File: src/mads_pkg.sv
`timescale 1ns / 1ps
// ----------------------------------------------------------------------------
// mads_pkg
// Shared types and constants for the minimum delete sum block.
// ----------------------------------------------------------------------------
package mads_pkg;

  localparam int CMD_W  = 2;
  localparam int CH_W   = 8;
  localparam int DSUM_W = 15;

  localparam logic [DSUM_W-1:0] SUM_LIMIT = 15'h7fff;

  typedef enum logic [CMD_W-1:0] {
    CMD_FIRST  = 2'd0,
    CMD_SECOND = 2'd1,
    CMD_FINISH = 2'd2
  } cmd_t;

  // Token moving down the cell chain, one per row of the first string.
  typedef struct packed {
    logic            valid;
    logic            last;
    logic [CH_W-1:0] ch;
  } tok_t;

  // Broadcast from the top level to every cell.
  typedef struct packed {
    logic            wr;
    logic            clear;
    logic [CH_W-1:0] ch;
  } ld_t;

endpackage

File: src/mads_cell.sv
`timescale 1ns / 1ps
// ----------------------------------------------------------------------------
// mads_cell
// One column of the cost table: holds a character of the second string, its
// cost from the previous row and the diagonal cost, and passes each row on.
// ----------------------------------------------------------------------------
module mads_cell
  import mads_pkg::*;
#(
  parameter int INDEX = 0,
  parameter int IDX_W = 6,
  parameter int SUM_W = 15
) (
  input  logic             clk,
  input  logic             rst,
  input  ld_t              ld,
  input  logic [IDX_W-1:0] ld_idx,
  input  logic [SUM_W-1:0] ld_base,
  input  logic [SUM_W-1:0] ld_init,
  input  tok_t             i_tok,
  input  logic [SUM_W-1:0] i_left,
  output tok_t             o_tok,
  output logic [SUM_W-1:0] o_left
);

  logic [CH_W-1:0]  b;
  logic [SUM_W-1:0] up;
  logic [SUM_W-1:0] diag;
  logic             active;
  logic             hit;
  logic [SUM_W-1:0] drop_first;
  logic [SUM_W-1:0] drop_second;
  logic [SUM_W-1:0] val;

  assign hit = ld.wr && (ld_idx == IDX_W'(INDEX));

  always_comb begin
    drop_first  = up + SUM_W'(i_tok.ch);
    drop_second = i_left + SUM_W'(b);
    if (i_tok.ch == b) begin
      val = diag;
    end else if (drop_first < drop_second) begin
      val = drop_first;
    end else begin
      val = drop_second;
    end
  end

  always_ff @(posedge clk) begin
    if (rst) begin
      active <= 1'b0;
      o_tok  <= '0;
    end else begin
      if (ld.clear) begin
        active <= 1'b0;
      end else if (hit) begin
        active <= 1'b1;
      end
      o_tok <= i_tok;
    end
  end

  always_ff @(posedge clk) begin
    if (hit) begin
      b    <= ld.ch;
      diag <= ld_base;
      up   <= ld_init;
    end else if (i_tok.valid && active) begin
      up   <= val;
      diag <= i_left;
    end
    // Empty columns pass the row cost straight through.
    o_left <= active ? val : i_left;
  end

endmodule

File: config.mk
export PLATFORM = sky130hd
export DESIGN_NAME = mads_cell
export DESIGN_NICKNAME = d
export VERILOG_FILES = /design/src/mads_pkg.sv /design/src/mads_cell.sv
export SDC_FILE = /design/constraint.sdc
export NUM_CORES = 1
export LEC_CHECK = 0
export ABC_CLOCK_PERIOD_IN_PS = 4400
export BUFFER_PORTS_ARGS = -buffer_cell sky130_fd_sc_hd__buf_2
export CORE_MARGIN = 3
export CORE_UTILIZATION = 54
export CTS_CLUSTER_SIZE = 25
export DETAILED_ROUTE_END_ITERATION = 6
export GPL_TIMING_DRIVEN = 0
export PLACE_DENSITY = 0.81
export SETUP_SLACK_MARGIN = 0.02
export SYNTH_ARGS = -nofsm -noshare
export SYNTH_HDL_FRONTEND = slang
export SYNTH_SLANG_ARGS = --single-unit
File: constraint.sdc
create_clock -name clk -period 4.4 [get_ports clk]
set_clock_uncertainty 0.05 [all_clocks]
set_input_delay 0 -clock clk [delete_from_list [all_inputs] [get_ports clk]]
set_output_delay 0 -clock clk [all_outputs]
set_load 0.05 [all_outputs]
======== Yosys cells after proc, flatten, opt, wreduce, memory -nomap -nowiden ========
Index checks and enable logic that the tools add are counted.
W data, S select, Z words.
storage, ports and cells
  register bits after elaboration ......... 64
  input port bits ......................... 73
  logic and storage cells ................. 24
operators by class
  add/subtract/negate cells ............... 2
  $lt $le $gt $ge ......................... 1
  eq/ne operators ......................... 1
  mux-type cells .......................... 7
  reductions and logical operators ........ 5
operators with widths
  operator             count
  $mux W15             7
  $add A15 B8 Y15      2
  $lt A15 B15 Y1       1
  $eq A8 B8 Y1         1
  $logic_not A6 Y1     1
  $logic_and A1 B1 Y1  2
  $reduce_bool A2 Y1   1
  $reduce_or A2 Y1     1

======== Longest topological paths before layout ========
Gate-level depths: netlist (run 1).
  depth after elaboration ................. 6
  mapped depth ............................ 18

======== Worst setup path before layout (run 1) ========
No wires, ideal clock.
  path type ............................... reg-to-reg
  from .................................... register b[0]
  to ...................................... register up[4] (data pin)
  setup time .............................. 0.264 ns
  arrival ................................. 3.321 ns
  data required time ...................... 4.086 ns
  path slack .............................. 0.765 ns
  stages on the path, launching flop included .. 15
  path buffers ............................ 1
  clock period less this slack ............ 3.635 ns
  cell sequence ........................... edfxtp_1 ha_1 fa_1 a211oi_1 o21ai_1 nand2_1 xor2_1 ha_1 a211oi_1 nor2_1 o31ai_1 o211ai_2 clkbuf_1 o31ai_1 o21ai_1
between the ends
  cells in the longest elaborated chain, start to end .. 6
RTL lines
  what                    line             RTL
  start, declared         mads_cell.sv:26  logic [CH_W-1:0] b;
  start signal, assigned  mads_cell.sv:65  b <= ld.ch;
  $add A15 B8 Y15         mads_cell.sv:39  drop_second = i_left + SUM_W'(b);
  $lt A15 B15 Y1          mads_cell.sv:42  end else if (drop_first < drop_second) begin
  $mux W15                mads_cell.sv:42
  $mux W15 *              mads_cell.sv:40  if (i_tok.ch == b) begin
  $mux W15 *              mads_cell.sv:68  end else if (i_tok.valid && active) begin
  $mux W15 *              mads_cell.sv:64  if (hit) begin
  end signal, assigned    mads_cell.sv:67  up <= ld_init;
  end signal, assigned    mads_cell.sv:69  up <= val;
  end, declared           mads_cell.sv:27  logic [SUM_W-1:0] up;
Every way passes the cells marked *; elsewhere a longest branch is shown, timed or not. The select of a mux whose other input is x is not followed.
A chain may end at the register's enable or synchronous reset.

======== Worst setup path in the final report (run 1) ========
  from .................................... register b[0]
  to ...................................... register up[2] (data pin)
The elaborated chain is that of the path after synthesis.

==> impl_metrics.env, run 1 <==
export IMPL_grt_max_degree=31
export IMPL_synth_top_family_by_area="simple AND/OR/NAND/NOR gates"
export IMPL_syn_area_per_cell_um2=9.12
export IMPL_synth_fa_ha_area_share_pct=10.3
export IMPL_critPathLaunchType="register"
export IMPL_yosysWarnings=0
export IMPL_stdcell_count=719
export IMPL_final_common_cell="buf_2"
export IMPL_antenna_found_initial=0
export IMPL_synth_cell_types=56
export IMPL_dr_wl_met3_mm=1.05
export IMPL_wirelength_met1_mm=5.12
export IMPL_hold_viol_final=0
export IMPL_io_pins=98
export IMPL_ys_seq_elements=64
export IMPL_io_buffers=97
export IMPL_clock_sinks=64
export IMPL_worstMarginPinSlew_ns=1.25
export IMPL_finalWorstSetupSlack_ns=0.154
export IMPL_hold_path_class="input port to register"
export IMPL_clk_latency_ns=0.35
export IMPL_p_per_area_nw_per_um2=291
export IMPL_seq_area_frac_synth_pct=41.4
export IMPL_drc=0
export IMPL_worst_setup_path_end_kind="register"
export IMPL_grtUsageTotal_pct=30.5
export IMPL_final_nets=723
export IMPL_synthesis_nets=545
export IMPL_crit_chain="ha_1 -> fa_1 -> a211oi_2 -> o21ai_1 -> nand2_1 -> xor2_1 -> ha_1 -> a211oi_1 -> nor2_1 -> o31ai_2 -> o211ai_2 -> clkbuf_2 -> o211ai_1 -> a31oi_1"
export IMPL_yosys_area_share_simple_pct=18.6
export IMPL_synth_async_sr_flop_share_pct=0
export IMPL_status="completed"
export IMPL_htreeDepth=3
export IMPL_top_layer="met4"
export IMPL_critPathMaxStageDelay_ns=0.46
export IMPL_synth_area_mux_share_pct=1.03
export IMPL_vdd_ir_drop_max_uv=178
export IMPL_drt_initial_drc_count=425
export IMPL_holdWs_ns=0.0265
export IMPL_fin_crit_sh_pct=96.5
export IMPL_synthFlopType="edfxtp_1"
export IMPL_die_x_um=92.2
export IMPL_postRouteAntennaNets=0
export IMPL_cts_buffers=9
export IMPL_wire_per_inst_um=17.7
export IMPL_cp_max_fo=10
export IMPL_worstPathArrival_ns=4.25
export IMPL_fp_dieArea_um2=8500
export IMPL_syn_to_final_growth_pct=38.5
export IMPL_drive_above_1_share_pct=20.9
export IMPL_initial_core_util_pct=57.5
export IMPL_synth_compound_area_share_pct=18.3
export IMPL_maxSlewHeadroom_pct=16.4
export IMPL_final_area_um2=5560
export IMPL_period_minus_slack_ns=4.25
export IMPL_clockBufferDepth=2
export IMPL_detailedPlace_worstSlack_ns=0.159
export IMPL_n_antenna_cell=0
export IMPL_synth_edff_count=38
export IMPL_dp_cells=633
export IMPL_root_buffer="clkbuf_8"
export IMPL_grt_ovfl_total=0
export IMPL_die_h_um=92.2
export IMPL_max_freq_mhz=235
export IMPL_rows=30
export IMPL_crit_top_cell="ha_1"
export IMPL_cp_required_ns=4.40
export IMPL_vias_per_cell=5.76
export IMPL_vias=4140
export IMPL_p_leak_nw=2.43
export IMPL_cts_tree="yes"
export IMPL_gp_congestion=1.01
export IMPL_routed_wl_mm=12.7
export IMPL_syn_area_um2=4010
export IMPL_clk_pin_slew_ns=0.07
export IMPL_grt_pass1_vias=4164
export IMPL_place_area_um2=4620
export IMPL_cpMaxStageDelayCell="edfxtp_1"
export IMPL_setup_viol_count_final=0
export IMPL_slew_viol_final=0
export IMPL_postSynthCellCount=440
export IMPL_dr_wl_met2_mm=6.06
export IMPL_final_cell_mix="buf_2, nand2_1, dlygate4sd3_1"
export IMPL_fp_coreArea_um2=6980
export IMPL_grt_first_pass_wirelength_mm=20.1
export IMPL_dp_hpwl_mm=8.67
export IMPL_maxCapViolCount=0
export IMPL_synth_xor_area_share_pct=6.95
export IMPL_drtPass1Iterations=5
export IMPL_critical_path_class="register to register"
-- cells by family after synthesis --
| family | count (synthesis) |
|---|---|
| simple gates | 168 |
| flops | 64 |
| mux | 4 |
| fa+ha+maj | 32 |
| compound gates | 111 |
| xor+xnor | 31 |
| buf+inv | 30 |
-- metal layers --
layer / GRT usage (%) / up-vias
li1: - / 1944
met3: 5.50 / 53
met1: 38.7 / 1883
met2: 50.5 / 260
met4: 13.6 / 0
met5: 0 / -
-- what timing repair did --
| item | in CTS | in global routing |
|---|---|---|
| endpoints found under the setup margin | 0 | 18 |
| resized for setup | 0 | 4 |
| hold endpoints to repair | 57 | 0 |
| setup buffers | 0 | 1 |
| hold buffers | 68 | 0 |
-- layout make-up --
cell class	instances	area, µm²
multi-input combinational	347	2230
buffer	15	80.1
sequential	64	1660
fill	449	1420
tap	96	120
timing repair buffer	166	1170
inverter	15	56.3
clock inverter	7	110
clock buffer	9	124
-- through the flow --
| stage | total power [mW] | util [%] | TNS [ns] |
|---|---|---|---|
| finish | 1.62 | 79.6 | 0 |
| global route | 1.68 | 79.6 | -0.00793 |
| CTS | 1.60 | 79.3 | 0 |
| detailed placement | 0.965 | 66.2 | 0 |
| global placement | 0.954 | 66.2 | 0 |
| floorplan | 0.867 | - | 0 |
-- flip-flops by register name, indices dropped and copies added (netlist names) --
| signal | count |
|---|---|
| active | 1 |
| b | 8 |
| diag | 15 |
| o_left | 15 |
| o_tok | 10 |
| up | 15 |
-- final timing paths --
path | startpoint | to | slack (ns) | cells after the start
worst max-delay path | b[0] | up[2] | 0.15 | 14
worst min-delay path | ld_init[12] | up[12] | 0.03 | 3
worst max register to register | b[0] | up[2] | 0.15 | 14
worst min register to register | diag[1] | o_left[1] | 0.55 | 2
-- Yosys cell counts (all sizes together) (2+ instances only) --
master	instances	area share, %
nand2	83	7.8
edfxtp	38	28
nor2	38	3.6
a21oi	32	4.1
ha	30	9.4
o21ai	29	3.7
dfxtp	26	13
xnor2	16	3.7
xor2	15	3.3
inv	14	1.3
clkbuf	12	1.2
nor2b	11	1.7
nand3	10	1.2
a221oi	7	1.8
a211oi	6	1.1
a221o	6	1.5
o211ai	6	1.2
a21o	5	0.94
a31oi	4	0.62
nor3	4	0.50
or3	4	0.62
buf	3	0.75
mux2i	3	0.75
nand2b	3	0.47
nand4	3	0.47
nor4	3	0.47
o31ai	3	0.56
a22o	2	0.44
and3	2	0.31
and4	2	0.47
fa	2	1.0
o21bai	2	0.37
o22ai	2	0.31
-- critical path: cells and delay by family (launching register included) --
kind            cells  cell delay [ns]
simple gates        2             0.27
xor+xnor            1             0.26
fa+ha+maj           3             1.03
flops               1             0.46
buf+inv             1             0.24
compound gates      7             1.64
-- report_power, final --
part	internal, mW	leakage [nW]	total (mW)	switching (mW)
logic	0.157	1.75	0.359	0.203
registers	0.652	0.559	0.656	0.00442
clock network	0.371	0.114	0.600	0.229
Note: power is estimated with default switching activity, not from simulation.
==> run 2: changes to the inputs <==
- ABC_CLOCK_PERIOD_IN_PS: 4400 -> 4800
- clock period: 4.4 -> 4.8 ns (I/O delays scaled with it)
==> impl_metrics.env, run 2 (same netlist as run 1, synthesis figures left out) <==
export IMPL_period_minus_slack_ns=4.37
export IMPL_worstPathArrival_ns=4.37
export IMPL_setup_viol_count_final=0
export IMPL_io_buffers=97
export IMPL_crit_chain="ha_1 -> fa_1 -> a211oi_1 -> o21ai_1 -> nand2_1 -> xor2_1 -> ha_1 -> a211oi_1 -> nor2_1 -> o31ai_1 -> o211ai_2 -> clkbuf_1 -> o211ai_1 -> a31oi_1"
export IMPL_status="completed"
export IMPL_rsz0062_at_grt="false"
export IMPL_grt_ovfl_total=0
export IMPL_fillerInstances=452
export IMPL_wire_per_inst_um=17.4
export IMPL_reg2reg_depth=14
export IMPL_post_cts_buffers=0
export IMPL_final_cell_mix="buf_2, nand2_1, dlygate4sd3_1"
export IMPL_fp_coreArea_um2=6980
export IMPL_worstMarginPinSlew_ns=1.25
export IMPL_vdd_ir_drop_max_uv=160
export IMPL_p_leak_nw=2.42
export IMPL_top_regs="diag x15, o_left x15, up x15"
export IMPL_clk_pin_slew_ns=0.08
export IMPL_totalPowerFinal_mw=1.48
export IMPL_syn_to_final_growth_pct=37.9
export IMPL_setup_worst_path_end="up[2]"
export IMPL_cts_tree="yes"
export IMPL_clk_latency_ns=0.35
export IMPL_dp_hpwl_mm=8.67
export IMPL_drt_initial_drc_count=340
export IMPL_die_h_um=92.2
export IMPL_critical_path_class="register to register"
export IMPL_grt_pass1_vias=4164
export IMPL_r2r_slack_ns=0.43
export IMPL_fp_dieArea_um2=8500
export IMPL_grt_max_degree=31
export IMPL_root_buffer="clkbuf_8"
export IMPL_cp_max_fo=10
export IMPL_drc=0
export IMPL_rr_endpoint="up[2]"
export IMPL_htreeDepth=3
export IMPL_rows=30
export IMPL_final_common_cell="buf_2"
export IMPL_grtUsageTotal_pct=30.5
export IMPL_postRouteAntennaNets=0
export IMPL_antenna_found_initial=0
export IMPL_gp_congestion=1.01
export IMPL_holdWs_ns=0.0273
export IMPL_grt_first_pass_wirelength_mm=20.1
export IMPL_max_freq_mhz=229
export IMPL_cts_buffers=9
export IMPL_routed_wl_mm=12.5
export IMPL_holdPathStages=3
export IMPL_hold_path_class="input port to register"
export IMPL_r2r_start="b[0]"
export IMPL_hold_viol_final=0
export IMPL_worst_setup_path_end_kind="register"
export IMPL_final_nets=721
export IMPL_critPathMaxStageDelay_ns=0.46
export IMPL_vias_per_cell=5.76
export IMPL_cp_required_ns=4.80
export IMPL_io_pins=98
export IMPL_critPathLaunchType="register"
export IMPL_clock_sinks=64
export IMPL_vias=4130
export IMPL_cpMaxStageDelayCell="edfxtp_1"
export IMPL_die_x_um=92.2
export IMPL_slew_viol_final=0
export IMPL_clockBufferDepth=2
export IMPL_critPathLaunch="b[0]"
export IMPL_maxSlewHeadroom_pct=16.2
export IMPL_p_per_area_nw_per_um2=267
export IMPL_initial_core_util_pct=57.5
export IMPL_drtPass1Iterations=7
export IMPL_tns_ns=0
export IMPL_drive_above_1_share_pct=20.3
export IMPL_n_antenna_cell=0
export IMPL_maxCapViolCount=0
export IMPL_fin_crit_sh_pct=91.0
run 2: changes by cell type in the layout (fill, tap and decap cells not counted), sizes merged:
cell    before  now
buf        101  100
o211ai       7    6
run 2: critical path, delay by kind of cell (launching register included):
| kind | cells | cell delay, ns |
|---|---|---|
| XOR/XNOR | 1 | 0.25 |
| flip-flops | 1 | 0.46 |
| AO/OA/AOI/OAI | 7 | 1.76 |
| AND/OR/NAND/NOR | 2 | 0.25 |
| adder cells (fa/ha/maj) | 3 | 1.00 |
| buffers and inverters | 1 | 0.29 |
run 2: area by class of cell:
cell class / count / area, µm² / share of cell area, %
tap: 96 / 120 / 2.17
clock buffer: 9 / 124 / 2.24
timing repair buffer: 165 / 1170 / 21.1
clock inverter: 7 / 110 / 1.99
inverter: 15 / 56.3 / 1.02
sequential: 64 / 1660 / 30.0
buffer: 15 / 78.8 / 1.42
multi-input combinational: 346 / 2220 / 40.1
run 2: report_power, final:
| part | switching (mW) | total [mW] | internal (mW) |
|---|---|---|---|
| clock network | 0.214 | 0.554 | 0.340 |
| logic | 0.183 | 0.325 | 0.142 |
| registers | 0.00402 | 0.601 | 0.597 |
| total | 0.401 | 1.48 | 1.08 |
run 2: through the flow:
| stage | util, % | setup WS, ns | cells | cell area [µm²] |
|---|---|---|---|---|
| finish | 79.3 | 0.430 | 717 | 5530 |
| floorplan | - | 1.16 | 440 | 4010 |
| global route | 79.3 | 0.214 | 717 | 5530 |
| CTS | 79.3 | 0.541 | 717 | 5530 |
| global placement | 66.2 | 0.629 | 633 | 4620 |
| detailed placement | 66.2 | 0.559 | 633 | 4620 |
run 2: worst min-delay path by stage:
stage,start,endpoint,slack (ns)
global placement,rst,o_tok[7],0.12
floorplan,rst,o_tok[7],0.02
CTS,ld_init[2],up[2],0.002
finish,ld_init[12],up[12],0.03
detailed placement,ld[1],b[1],0.13
global route,ld_init[7],up[7],0.03
run 2: what timing repair did:
item | 4_1_cts | 5_1_grt
hold endpoints to repair | 57 | 0
hold buffers | 68 | 0
resized for setup | 0 | 0
run 2: per-layer routing:
layer	vias up	share of wire [%]	GRT usage (%)
met2	232	48	50.5
li1	1935	-	-
met4	0	3.1	13.6
met5	-	0	0
met3	38	7.8	5.50
met1	1925	41	38.7
==> run 3: changes to the inputs <==
- ABC_AREA: not set -> 1
- CORE_UTILIZATION: 54 -> 56
- SKIP_CTS_REPAIR_TIMING: not set -> 1
==> impl_metrics.env, run 3 <==
export IMPL_grt_max_degree=18
export IMPL_final_area_um2=6170
export IMPL_worstPathArrival_ns=3.94
export IMPL_status="completed"
export IMPL_io_buffers=97
export IMPL_reg2reg_depth=23
export IMPL_p_per_area_nw_per_um2=227
export IMPL_period_minus_slack_ns=3.89
export IMPL_routed_wl_mm=14.6
export IMPL_detailedPlace_worstSlack_ns=1.07
export IMPL_synthTopCellsByArea="edfxtp_1, nand2_1, dfxtp_1, ha_1, inv_1"
export IMPL_final_cell_mix="nand2_1, buf_2, inv_1"
export IMPL_synth_most_common_cell="nand2_1"
export IMPL_fillerInstances=583
export IMPL_p_leak_nw=3.26
export IMPL_rsz0062_at_grt="false"
export IMPL_grt_ovfl_total=0
export IMPL_synth_area_mux_share_pct=0
export IMPL_syn_area_um2=4690
export IMPL_cts_buffers=9
export IMPL_final_common_cell="nand2_1"
export IMPL_yosys_area_share_simple_pct=37.1
export IMPL_holdWs_ns=0.0987
export IMPL_worstMarginPinSlew_ns=0.621
export IMPL_die_x_um=97.5
export IMPL_clk_latency_ns=0.36
export IMPL_drive_above_1_share_pct=19.0
export IMPL_max_freq_mhz=257
export IMPL_rr_endpoint="up[12]"
export IMPL_synth_cell_types=39
export IMPL_gp_congestion=0.933
export IMPL_vias=5020
export IMPL_place_area_um2=5340
export IMPL_dp_cells=858
export IMPL_wire_per_inst_um=15.6
export IMPL_grt_first_pass_wirelength_mm=20.6
export IMPL_finalWorstSetupSlack_ns=0.914
export IMPL_postRouteAntennaNets=0
export IMPL_hold_path_class="input port to register"
export IMPL_io_pins=98
export IMPL_cts_tree="yes"
export IMPL_worst_setup_path_end_kind="register"
export IMPL_fp_coreArea_um2=7930
export IMPL_cp_required_ns=4.86
export IMPL_synth_compound_area_share_pct=5.15
export IMPL_htreeDepth=3
export IMPL_postSynthCellCount=658
export IMPL_die_h_um=97.5
export IMPL_drc=0
export IMPL_rows=32
export IMPL_drt_initial_drc_count=356
export IMPL_ys_seq_elements=64
export IMPL_dp_hpwl_mm=10.7
export IMPL_seq_area_frac_synth_pct=35.4
export IMPL_hold_viol_final=0
export IMPL_synth_edff_count=38
export IMPL_syn_to_final_growth_pct=31.6
export IMPL_final_nets=937
export IMPL_synth_common_cells="nand2_1, inv_1, nand3_1"
export IMPL_holdPathStages=3
export IMPL_synth_xor_area_share_pct=3.55
export IMPL_synth_largest_area_cell="edfxtp_1"
export IMPL_vdd_ir_drop_max_uv=185
export IMPL_top_regs="diag x15, o_left x15, up x15"
export IMPL_r2r_start="b[0]"
export IMPL_clockBufferDepth=2
export IMPL_antenna_found_initial=0
export IMPL_synth_fa_ha_area_share_pct=8.85
export IMPL_syn_area_per_cell_um2=7.13
export IMPL_vias_per_cell=5.35
export IMPL_synth_async_sr_flop_share_pct=0
export IMPL_clock_sinks=64
export IMPL_synthesis_nets=763
export IMPL_tns_ns=0
export IMPL_initial_core_util_pct=59.2
export IMPL_synth_top_cell_area_share_pct=24.3
export IMPL_stdcell_count=939
export IMPL_fin_crit_sh_pct=81.0
export IMPL_grtUsageTotal_pct=27.5
export IMPL_grt_pass1_vias=4344
export IMPL_synthFlopType="edfxtp_1"
export IMPL_slew_viol_final=0
export IMPL_clk_pin_slew_ns=0.09
export IMPL_critPathLaunchType="register"
export IMPL_setup_viol_count_final=0
export IMPL_final_util_pct=77.9
export IMPL_r2r_slack_ns=0.91
export IMPL_maxCapViolCount=0
export IMPL_n_antenna_cell=0
export IMPL_min_from="rst"
export IMPL_fp_dieArea_um2=9510
export IMPL_root_buffer="clkbuf_8"
export IMPL_maxSlewHeadroom_pct=58.5
export IMPL_critical_path_class="register to register"
export IMPL_totalPowerFinal_mw=1.40
export IMPL_hold_path_endpoint="o_tok[4]"
export IMPL_synth_top_family_by_area="simple AND/OR/NAND/NOR gates"
export IMPL_drtPass1Iterations=5
export IMPL_yosysWarnings=0
export IMPL_cp_max_fo=10
==> run 3: power breakdown <==
part,internal (mW),leakage [nW],switching (mW)
clock network,0.191,0.0862,0.244
registers,0.597,0.560,0.00375
logic,0.146,2.62,0.219
total,0.934,3.26,0.466
==> run 3: cell families (layout without fill, tap and decap cells) <==
group | after synthesis | after routing
compound gates | 38 | 38
xor+xnor | 19 | 19
fa+ha+maj | 32 | 32
buf+inv | 107 | 286
flops | 64 | 64
simple gates | 398 | 398
==> run 3: routing by layer <==
metal | track usage (%) | up-vias | wire length, µm
met3 | 4.38 | 45 | 1290
met5 | 0 | - | 0
met4 | 11.8 | 0 | 483
met2 | 44.9 | 268 | 7080
met1 | 36.0 | 2271 | 5780
li1 | - | 2436 | -
==> run 3: final cells by class <==
cell class | instances | area, µm² | share of cell area [%]
Multi-Input combinational cell | 487 | 2570 | 41.7
Sequential cell | 64 | 1660 | 26.9
Timing Repair Buffer | 163 | 1160 | 18.8
Inverter | 92 | 345 | 5.59
Tap cell | 102 | 128 | 2.07
Clock buffer | 9 | 124 | 2.01
Buffer | 15 | 123 | 1.99
Clock inverter | 7 | 55.1 | 0.892
==> run 3: worst max-delay path, stage by stage, from the launching register on <==
cell	delay, ns
edfxtp_1	0.47
ha_1	0.33
fa_1	0.49
nand2_1	0.12
nand2_1	0.08
nand3_1	0.08
nand2_1	0.09
nand2_1	0.10
nand3_1	0.09
and2_1	0.18
ha_1	0.31
nand2_2	0.11
inv_1	0.05
nand2_1	0.06
nand2_1	0.05
inv_1	0.05
nand2_1	0.08
a21oi_2	0.30
buf_6	0.20
nand2_1	0.07
nand3_1	0.08
nand2_1	0.08
nand2_1	0.09
nand2_1	0.06
==> run 3: worst max-delay path by stage <==
stage	from	to	slack [ns]
6_report	b[0]	up[12]	0.91
5_1_grt	b[0]	up[12]	0.72
4_1_cts	b[0]	up[12]	1.03
3_5_place_dp	b[0]	up[12]	1.07
3_3_place_gp	active	up[10]	0.34
2_1_floorplan	active	diag[0]	1.57
